[src/rtl/cartridge_bank_controller_rtc_assert.svh]
// ----------------------------------------------------------------------------
// Cartridge bank controller assertion macros
// Implication checks on the rising edge of clk, off while rst_n is low.
// ----------------------------------------------------------------------------
`ifndef CARTRIDGE_BANK_CONTROLLER_RTC_ASSERT_SVH
`define CARTRIDGE_BANK_CONTROLLER_RTC_ASSERT_SVH

`ifndef SYNTH
// same-cycle implication
`define CBC_ASSERT_NOW(lbl, ante, cons, msg) \
    lbl: assert property (@(posedge clk) disable iff (!rst_n) (ante) |-> (cons)) \
        else $error(msg);
// next-cycle implication
`define CBC_ASSERT_NEXT(lbl, ante, cons, msg) \
    lbl: assert property (@(posedge clk) disable iff (!rst_n) (ante) |=> (cons)) \
        else $error(msg);
`else
`define CBC_ASSERT_NOW(lbl, ante, cons, msg)
`define CBC_ASSERT_NEXT(lbl, ante, cons, msg)
`endif

`endif

[src/rtl/cbc_pkg.sv]
// ----------------------------------------------------------------------------
// Cartridge bank controller package
// Shared constants, command codes and the clock request bundle.
// ----------------------------------------------------------------------------
package cbc_pkg;

    localparam int RAM_BANKS_DEF  = 4;
    localparam int RAM_BANK_BYTES = 8192;
    localparam int ROM_BANK_BYTES = 16384;
    localparam int RAM_OFF_W      = $clog2(RAM_BANK_BYTES);
    localparam int ROM_OFF_W      = $clog2(ROM_BANK_BYTES);
    localparam int BANK_W         = 7;
    localparam int ROM_ADDR_W     = BANK_W + ROM_OFF_W;
    localparam int PERIOD_W       = 23;
    localparam int ACC_W          = 24;

    localparam logic [PERIOD_W-1:0] PERIOD_RESET = 23'd4194304;
    localparam logic [ACC_W-1:0]    PERIOD_MIN   = 24'd256;
    localparam logic [3:0]          ENABLE_KEY   = 4'hA;
    localparam logic [3:0]          SEL_CLK_LO   = 4'd8;
    localparam logic [3:0]          SEL_CLK_HI   = 4'd12;
    localparam logic [3:0]          SEL_RAM_HI   = 4'd3;

    typedef enum logic [2:0] {
        CMD_ROM_RD  = 3'd0,
        CMD_RAM_RD  = 3'd1,
        CMD_ENABLE  = 3'd2,
        CMD_BANK    = 3'd3,
        CMD_SELECT  = 3'd4,
        CMD_LATCH   = 3'd5,
        CMD_RAM_WR  = 3'd6,
        CMD_TICK    = 3'd7
    } cmd_t;

    typedef enum logic [2:0] {
        RTC_SEC  = 3'd0,
        RTC_MIN  = 3'd1,
        RTC_HOUR = 3'd2,
        RTC_DLO  = 3'd3,
        RTC_DHI  = 3'd4
    } rtc_reg_t;

    typedef struct packed {
        logic       tick;
        logic       clk_wr;
        logic       latch_wr;
        rtc_reg_t   reg_sel;
        logic [7:0] data;
        logic [7:0] cycles;
    } rtc_req_t;

endpackage

[src/rtl/cbc_rtc.sv]
// ----------------------------------------------------------------------------
// Real-time clock
// Live counters, cycle accumulator, latch sequence and held clock bytes.
// ----------------------------------------------------------------------------
module cbc_rtc
    import cbc_pkg::*;
(
    input  logic                clk,
    input  logic                rst_n,
    input  rtc_req_t            req,
    input  logic [PERIOD_W-1:0] period_cfg,
    input  rtc_reg_t            held_sel,
    output logic [7:0]          held_rdata
);

    logic [5:0]       sec_reg, sec_next;
    logic [5:0]       min_reg, min_next;
    logic [4:0]       hour_reg, hour_next;
    logic [8:0]       day_reg, day_next;
    logic             halt_reg, halt_next;
    logic             carry_reg, carry_next;
    logic             armed_reg, armed_next;
    logic [ACC_W-1:0] acc_reg, acc_next;
    logic [7:0]       held_reg [5];
    logic [7:0]       held_next [5];

    logic [ACC_W-1:0] period;
    logic [ACC_W-1:0] sum;
    logic [ACC_W:0]   diff;
    logic [6:0]       sec_inc;
    logic [6:0]       min_inc;
    logic [5:0]       hour_inc;

    always_comb
    begin
        period = ({1'b0, period_cfg} < PERIOD_MIN) ? PERIOD_MIN : {1'b0, period_cfg};
        sum    = acc_reg + ACC_W'(req.cycles);
        diff   = {1'b0, sum} - {1'b0, period};
    end

    always_comb
    begin
        sec_next   = sec_reg;
        min_next   = min_reg;
        hour_next  = hour_reg;
        day_next   = day_reg;
        halt_next  = halt_reg;
        carry_next = carry_reg;
        armed_next = armed_reg;
        acc_next   = acc_reg;
        for (int i = 0; i < 5; i++)
        begin
            held_next[i] = held_reg[i];
        end
        sec_inc  = {1'b0, sec_reg} + 7'd1;
        min_inc  = {1'b0, min_reg} + 7'd1;
        hour_inc = {1'b0, hour_reg} + 6'd1;

        if (req.tick && !halt_reg)
        begin
            acc_next = sum;
            if (!diff[ACC_W])
            begin
                acc_next = diff[ACC_W-1:0];
                // carry a second through minutes, hours and days
                if (sec_inc < 7'd60)
                begin
                    sec_next = sec_inc[5:0];
                end
                else
                begin
                    sec_next = 6'(sec_inc - 7'd60);
                    if (min_inc < 7'd60)
                    begin
                        min_next = min_inc[5:0];
                    end
                    else
                    begin
                        min_next = '0;
                        if (hour_inc < 6'd24)
                        begin
                            hour_next = hour_inc[4:0];
                        end
                        else
                        begin
                            hour_next = '0;
                            if (day_reg == 9'h1FF)
                            begin
                                day_next   = '0;
                                carry_next = 1'b1;
                            end
                            else
                            begin
                                day_next = day_reg + 9'd1;
                            end
                        end
                    end
                end
            end
        end

        if (req.clk_wr)
        begin
            case (req.reg_sel)
                RTC_SEC:  sec_next  = req.data[5:0];
                RTC_MIN:  min_next  = req.data[5:0];
                RTC_HOUR: hour_next = req.data[4:0];
                RTC_DLO:  day_next  = {day_reg[8], req.data};
                RTC_DHI:
                begin
                    day_next   = {req.data[0], day_reg[7:0]};
                    halt_next  = req.data[6];
                    carry_next = req.data[7];
                end
                default: ;
            endcase
        end

        if (req.latch_wr)
        begin
            armed_next = (req.data == 8'd0);
            if (req.data == 8'd1 && armed_reg)
            begin
                held_next[0] = {2'b00, sec_reg};
                held_next[1] = {2'b00, min_reg};
                held_next[2] = {3'b000, hour_reg};
                held_next[3] = day_reg[7:0];
                held_next[4] = {carry_reg, halt_reg, 5'b00000, day_reg[8]};
            end
        end
    end

    always_ff @(posedge clk or negedge rst_n)
    begin
        if (!rst_n)
        begin
            sec_reg   <= '0;
            min_reg   <= '0;
            hour_reg  <= '0;
            day_reg   <= '0;
            halt_reg  <= 1'b0;
            carry_reg <= 1'b0;
            armed_reg <= 1'b0;
            acc_reg   <= '0;
            for (int i = 0; i < 5; i++)
            begin
                held_reg[i] <= '0;
            end
        end
        else
        begin
            sec_reg   <= sec_next;
            min_reg   <= min_next;
            hour_reg  <= hour_next;
            day_reg   <= day_next;
            halt_reg  <= halt_next;
            carry_reg <= carry_next;
            armed_reg <= armed_next;
            acc_reg   <= acc_next;
            for (int i = 0; i < 5; i++)
            begin
                held_reg[i] <= held_next[i];
            end
        end
    end

    always_comb
    begin
        case (held_sel)
            RTC_SEC:  held_rdata = held_reg[0];
            RTC_MIN:  held_rdata = held_reg[1];
            RTC_HOUR: held_rdata = held_reg[2];
            RTC_DLO:  held_rdata = held_reg[3];
            RTC_DHI:  held_rdata = held_reg[4];
            default:  held_rdata = '0;
        endcase
    end

endmodule
[config.mk]
export PLATFORM = sky130hd
export DESIGN_NAME = cbc_rtc
export DESIGN_NICKNAME = d
export VERILOG_FILES = /design/src/rtl/cartridge_bank_controller_rtc_assert.svh /design/src/rtl/cbc_pkg.sv /design/src/rtl/cbc_rtc.sv
export SDC_FILE = /design/constraint.sdc
export NUM_CORES = 1
export LEC_CHECK = 0
export BUFFER_PORTS_ARGS = -buffer_cell sky130_fd_sc_hd__buf_2
export CORE_ASPECT_RATIO = 0.5
export CORE_UTILIZATION = 55
export CTS_BUF_LIST = sky130_fd_sc_hd__clkbuf_16
export DETAILED_ROUTE_END_ITERATION = 6
export PLACE_DENSITY_LB_ADDON = 0.08
export SYNTH_ARGS = -nofsm -noshare
export SYNTH_HDL_FRONTEND = slang
export SYNTH_SLANG_ARGS = --single-unit
[constraint.sdc]
create_clock -name clk -period 4.3 [get_ports clk]
set_input_delay 0.86 -clock clk [delete_from_list [all_inputs] [get_ports clk]]
set_output_delay 0.86 -clock clk [all_outputs]
set_load 0.02 [all_outputs]
=== After elaboration in Yosys (flattened, before gate mapping) ===
Cells that the tools add are included.

* Logic and storage cells: 82
* Flip-flop bits (word level): 81

* Muxes and demuxes: 37
* $add $sub $neg: 7
* Eq/ne operators: 12
* Reductions and logical operators: 8
* Magnitude comparators: 4

{| class="wikitable"
|+ Operators by type and width
! kind !! count
|-
| 6-bit 2-to-1 mux || 11
|-
| 9-bit 2-to-1 mux || 7
|-
| 8-bit case mux with 5 select lines || 1
|-
| 5-bit 2-to-1 mux || 7
|-
| 24-bit by 23-bit subtractor with 25-bit output || 1
|-
| 24-bit by 8-bit adder with 24-bit output || 1
|-
| 24-bit 2-to-1 mux || 1
|-
| 23-bit by 9-bit < comparator with 1-bit output (second input constant) || 1
|-
| 23-bit 2-to-1 mux || 1
|-
| 9-bit case mux with 2 select lines || 1
|-
| 6-bit by 1-bit adder with 7-bit output (second input constant) || 2
|-
| 7-bit by 6-bit < comparator with 1-bit output (second input constant) || 2
|-
| 3-bit by 2-bit equality test with 1-bit output (second input constant) || 4
|-
| 9-bit by 1-bit adder with 9-bit output (second input constant) || 1
|-
| 9-bit equality test (second input constant) || 1
|-
| 8-bit by 1-bit equality test with 1-bit output (second input constant) || 1
|-
| 8-bit logical NOT || 1
|-
| 1-bit 2-to-1 mux || 8
|-
| 5-bit by 1-bit adder with 6-bit output (second input constant) || 1
|-
| 3-bit by 1-bit equality test with 1-bit output (second input constant) || 2
|-
| 3-bit equality test (second input constant) || 2
|-
| 3-bit logical NOT || 2
|-
| 6-bit by 5-bit < comparator with 1-bit output (second input constant) || 1
|-
| 6-bit subtractor (second input constant) || 1
|-
| other kinds (4) || 7
|}

=== Longest topological paths before layout ===
* Word-level depth: 9
* Mapped depth: 21
* Gate-level depth less buffers: 19

=== Least setup slack after synthesis ===
OpenSTA, ideal clock, no wires.

* Path type: input to register
* From: input req[0] in the netlist's numbering
* To: register acc_reg[19]
* Path slack: -0.505 ns
* Arrival: 4.702 ns
* Data required time: 4.196 ns
* Cell stages on the path: 19
* Buffers on the path: 0
* Cell sequence: ha_1 inv_1 fa_1 nand2b_1 a21o_1 a21oi_1 nand3_1 xnor2_1 ha_1 nand2_1 or4b_2 a22oi_1 or4_1 a211oi_1 a21oi_1 nor2_1 maj3_1 xor2_1 a221oi_1

* Cells in the longest elaborated chain, start to end: 3

{| class="wikitable"
|+ Ends and longest elaborated chain
! item !! line !! source
|-
| from (decl) || cbc_rtc.sv:10 || <nowiki>input rtc_req_t req,</nowiki>
|-
| 24-bit by 8-bit adder with 24-bit output (*) || cbc_rtc.sv:37 || <nowiki>sum = acc_reg + ACC_W'(req.cycles);</nowiki>
|-
| 24-bit by 23-bit subtractor with 25-bit output || cbc_rtc.sv:38 || <nowiki>diff = {1'b0, sum} - {1'b0, period};</nowiki>
|-
| 24-bit 2-to-1 mux (*) || cbc_rtc.sv:62 || <nowiki>if (!diff[ACC_W])</nowiki>
|-
| to (signal assigned) || cbc_rtc.sv:159 || <nowiki>acc_reg <= acc_next;</nowiki>
|-
| to (decl) || cbc_rtc.sv:23 || <nowiki>logic [ACC_W-1:0] acc_reg, acc_next;</nowiki>
|}

Every way passes the cells marked *; elsewhere a longest branch is shown, timed or not.
A chain may end at the register's enable or synchronous reset.

=== Final worst setup path ===
* From: input req[0] in the netlist's numbering
* To: register min_reg[3]

* Cells in the longest elaborated chain, start to end: 6

{| class="wikitable"
|+ Ends and longest elaborated chain
! item !! line !! source
|-
| 24-bit by 8-bit adder with 24-bit output (*) || cbc_rtc.sv:37 ||
|-
| 24-bit by 23-bit subtractor with 25-bit output (*) || cbc_rtc.sv:38 ||
|-
| 6-bit 2-to-1 mux (*) || cbc_rtc.sv:62 ||
|-
| 6-bit 2-to-1 mux (*) || cbc_rtc.sv:59 || <nowiki>if (req.tick && !halt_reg)</nowiki>
|-
| 6-bit 2-to-1 mux || cbc_rtc.sv:104 || <nowiki>case (req.reg_sel)</nowiki>
|-
| 6-bit 2-to-1 mux (*) || cbc_rtc.sv:102 || <nowiki>if (req.clk_wr)</nowiki>
|-
| net min_next[3] || cbc_rtc.sv:17 || <nowiki>logic [5:0] min_reg, min_next;</nowiki>
|-
| to (signal assigned) || cbc_rtc.sv:153 || <nowiki>min_reg <= min_next;</nowiki>
|-
| to (decl) || cbc_rtc.sv:17 ||
|}

Mark *: on every way through the listed nets, which the timed path passes. The rest lies on a longest branch.

==> results_tabular.tex <==
\begin{tabular}{lr}
\hline
Metric & Value \\
\hline
\multicolumn{2}{l}{\textbf{Run status}} \\
\quad Run status & finished with violations \\
\quad Violations in the final reports & negative setup slack \\
\multicolumn{2}{l}{\textbf{Logic synthesis}} \\
\quad EDFF count, synth & 0 \\
\quad Count of mapped cells out of synthesis & 787 \\
\quad Post-Syn Area & 6571 um2 \\
\quad Unique masters post-synth & 74 \\
\quad Synth warn & 0 \\
\quad Seq/Total Area, Yosys & 30.85\% \\
\quad Syn\_nets & 874 \\
\quad Share of async-settable or async-resettable flops after synthesis & 100.0\% \\
\quad Number of synthesized register bits & 81 \\
\quad Primary FF master, synth & dfrtp\_1 \\
\quad Post-synthesis average cell area & 8.350 um2 \\
\quad Ranking of synthesized cells by area & dfrtp\_1 (31\%), ha\_1 (6.7\%), mux2\_2 (5.0\%) \\
\quad Cell taking the most area after synthesis & dfrtp\_1 \\
\quad Share of Yosys cell area claimed by the top area cell type & 30.85\% \\
\multicolumn{2}{l}{\textbf{Timing}} \\
\quad RSZ-0062 raised after global routing & true \\
\quad Highest achievable clock rate & 0.2272 GHz \\
\quad Final period demand of the worst path & 4.401 ns \\
\quad Slew at the pin with the worst max-slew slack & 0.8653 ns \\
\quad Final period util & 102.4\% \\
\quad Slew headroom & 42.32\% \\
\quad Final setup violating endpoints & 13 \\
\quad Worst Setup Slack, final & -0.1013 ns \\
\quad Layout Skew & 0.01051 ns \\
\quad Final-report max-slew violation count & 0 \\
\quad Number of hold violations in the final report & 0 \\
\quad Post-Route Setup TNS & -0.5537 ns \\
\multicolumn{2}{l}{\textbf{Clock tree}} \\
\quad CTS tree & done \\
\quad Clock transition at the registers of the reported paths & 0.08 ns \\
\quad Number of buffers added by the clock tree synthesis step & 9 \\
\quad Clock insertion delay at the later pin of the skew report & 0.36 ns \\
\quad Number of clock sinks seen by CTS & 81 \\
\quad Clk Tree Root Cell & clkbuf\_16 \\
\quad CTS HTree Levels & 3 \\
\quad CTS Buffer Depth & 2 \\
\multicolumn{2}{l}{\textbf{Routing}} \\
\quad Wirelength per Cell & 19.32 um \\
\quad Number of vias per cell after detailed routing & 6.208 \\
\quad Drt initial violations & 704 \\
\quad Met3 Wirelength & 1486 um \\
\quad Routed Wire Length & 21930 um \\
\quad Wire length on met1 & 9136 um \\
\quad Routed vias & 7046 \\
\quad First drt pass iteration count & 6 \\
\quad Wire length on met2 & 10500 um \\
\quad Number of nets still failing antenna checks after routing & 0 \\
\quad Highest Signal Layer & met4 \\
\quad Residual DRC & 0 \\
\multicolumn{2}{l}{\textbf{Layout}} \\
\quad Final standard cell area without fillers & 9387 um2 \\
\quad Post-layout nets & 1058 \\
\quad Area overhead of the layout relative to synthesis & 42.84\% \\
\quad Max FFs per register & 28 \\
\quad Fraction of layout instances using a drive strength above 1 & 41.29\% \\
\quad Post-layout instance count excluding filler cells & 1135 \\
\quad \# diodes & 0 \\
\quad Most common cell after layout, fill and taps aside & buf\_4 \\
\quad Most used cells in the layout excluding fill and tap cells & buf\_4 (135), nand2\_1 (81), dfrtp\_1 (81), nor2\_1 (61), buf\_2 (52) \\
\multicolumn{2}{l}{\textbf{Run}} \\
\quad Number of violations of the max-capacitance limit & 0 \\
\multicolumn{2}{l}{\textbf{Setup path}} \\
\quad Critical setup path kind & in -> reg \\
\quad Delay contributed by the slowest stage of the critical path & 0.42 ns \\
\quad Crit. End Element & flip-flop \\
\quad Signal arrival time at the worst endpoint & 4.65 ns \\
\quad Worst reg-to-reg setup slack & 0.04 ns \\
\quad Source of the worst register-to-register timing path & acc\_reg[0] \\
\quad Worst Reg-to-Reg Cells & 18 \\
\quad Startpoint Class & primary input \\
\quad Worst path required time & 4.54 ns \\
\quad Library cell contributing the largest single delay on the critical path & a2111oi\_4 \\
\quad Crit path cell chain & buf\_6 > ha\_4 > inv\_2 > fa\_2 > nand2b\_4 > a21o\_4 > buf\_4 > a2111oi\_4 > nand2\_1 > xnor2\_2 > ha\_1 > nand3\_2 > o211ai\_4 > buf\_4 > o211ai\_4 > buf\_6 > o21ai\_2 > o41ai\_2 > mux2\_4 \\
\quad Capture point of the worst reg-to-reg path & min\_reg[3] \\
\quad Critical path fanouts, max & 8 \\
\multicolumn{2}{l}{\textbf{Power and ir drop}} \\
\quad Standby leakage power & 4.186 nW \\
\quad Power Dens Cells & 721.0 nW/um2 \\
\quad Maximum ir drop on the vdd rail & 0.0003884 V \\
\quad Total Power & 0.006768 W \\
\multicolumn{2}{l}{\textbf{Global routing}} \\
\quad Via count of the first global-routing pass & 6535 \\
\quad Pin count of the biggest net entering global routing & 57 \\
\quad Overall global routing resource usage & 32.82\% \\
\quad Overflow left after global routing & 0 \\
\quad Wire length of the first global-routing pass & 31510 um \\
\quad Initial antenna violation count & 0 \\
\multicolumn{2}{l}{\textbf{Place}} \\
\quad Half-perimeter wire length after placement & 14290 um \\
\quad Total of buffers placed on input and output ports & 57 \\
\quad Count of placed standard cells including taps & 1097 \\
\quad Post-Place Cell Area & 8084 um2 \\
\quad Global placer's final weighted congestion & 0.8931 \\
\multicolumn{2}{l}{\textbf{Min path}} \\
\quad Hold Path End & held\_reg[29] \\
\quad Worst Min Path Start & held\_reg[29] \\
\quad Class of the tightest hold or removal check & reg -> reg \\
\quad Hold-critical path depth & 2 \\
\multicolumn{2}{l}{\textbf{Floorplanning}} \\
\quad Number of top-level pins & 58 \\
\quad Placement row count & 27 \\
\quad Initial Util & 58.07\% \\
\quad Horizontal die dimension & 156.6 um \\
\quad Total core area & 11320 um2 \\
\quad Full die area & 12420 um2 \\
\quad Die Height & 79.29 um \\
\hline
\end{tabular}
==> worst max-delay path: cells and delay by family <==
kind | cells | cell delay, ns
AOI/OAI and AO/OA | 6 | 1.32
muxes | 1 | 0.28
adders and majority gates | 3 | 0.81
buffers and inverters | 5 | 0.65
and+or+nand+nor | 3 | 0.51
xor gates and xnor gates | 1 | 0.19
==> kinds of logic after synthesis <==
logic type,Yosys count,synth area share (%)
simple gates,289,21.19
compound gates,224,22.53
flops,81,30.85
buf+inv,69,4.075
xor+xnor,46,6.340
mux,40,7.597
fa+ha+maj,38,7.426
==> what timing repair did <==
item,in CTS,in global routing
setup endpoints to repair,50,51
resized for setup,37,132
hold buffers,0,0
gates cloned,0,1
buffers inserted,8,15
pin swaps,34,52
==> through the flow <==
step / setup slack [ns] / utilization, % / hold WS, ns
after floorplan: -0.1596 / - / 0.4460
after global placement: -0.5641 / 71.43 / 0.4635
after detailed placement: -0.5922 / 71.43 / 0.4756
after CTS: -0.01260 / 76.35 / 0.4901
after global routing: -0.2215 / 82.94 / 0.5110
final: -0.1013 / 82.94 / 0.4833
==> synthesized netlist by cell type, drive strengths merged, types with 4 or more instances <==
master / n
nor2: 69
xnor2: 33
mux2: 29
nor4: 9
mux4: 5
and2: 11
nor2b: 12
nand4: 7
o31ai: 4
dfrtp: 81
o22ai: 4
a21oi: 60
a22o: 4
o21a: 4
a211oi: 8
nor3b: 6
mux2i: 6
nor3: 21
and3: 4
or2: 5
a21o: 13
xor2: 12
o211ai: 7
o21ai: 61
o31a: 4
ha: 35
clkbuf: 28
nand2b: 10
nand3: 35
a31oi: 14
nand2: 87
buf: 9
inv: 32
==> routing by layer <==
metal  global-route usage [%]  vias up
li1                         -     3234
met1                    42.41     3397
met2                    55.45      335
met3                    5.568       80
met4                    12.45        0
met5                        0        -
==> how the worst max path moves through the flow <==
stage,from,end,slack (ns),cells after the start
final,req[0],min_reg[3],-0.10,19
after global routing,req[5],min_reg[3],-0.22,22
after CTS,req[6],min_reg[2],-0.01,20
after detailed placement,req[3],acc_reg[17],-0.59,20
after global placement,req[3],sec_reg[4],-0.56,18
after floorplan,req[0],min_reg[2],-0.16,19
==> power breakdown <==
| part | total (W) | switching (W) | internal (W) |
|---|---|---|---|
| combinational | 0.00467 | 0.00237 | 0.00231 |
| clock | 0.000796 | 0.000381 | 0.000414 |
| sequential | 0.00130 | 0.000334 | 0.000964 |
| total | 0.00677 | 0.00308 | 0.00368 |
==> cell type report <==
type | instances | area (um2)
clock inverters | 7 | 76.32
flip-flops and latches | 81 | 2027
clock buffers | 9 | 225.2
multi-input cells | 637 | 5175
repair buffers | 210 | 1564
well taps | 159 | 198.9
fillers | 674 | 1931
inverters | 32 | 120.1
(Power assumes the default switching activity.)
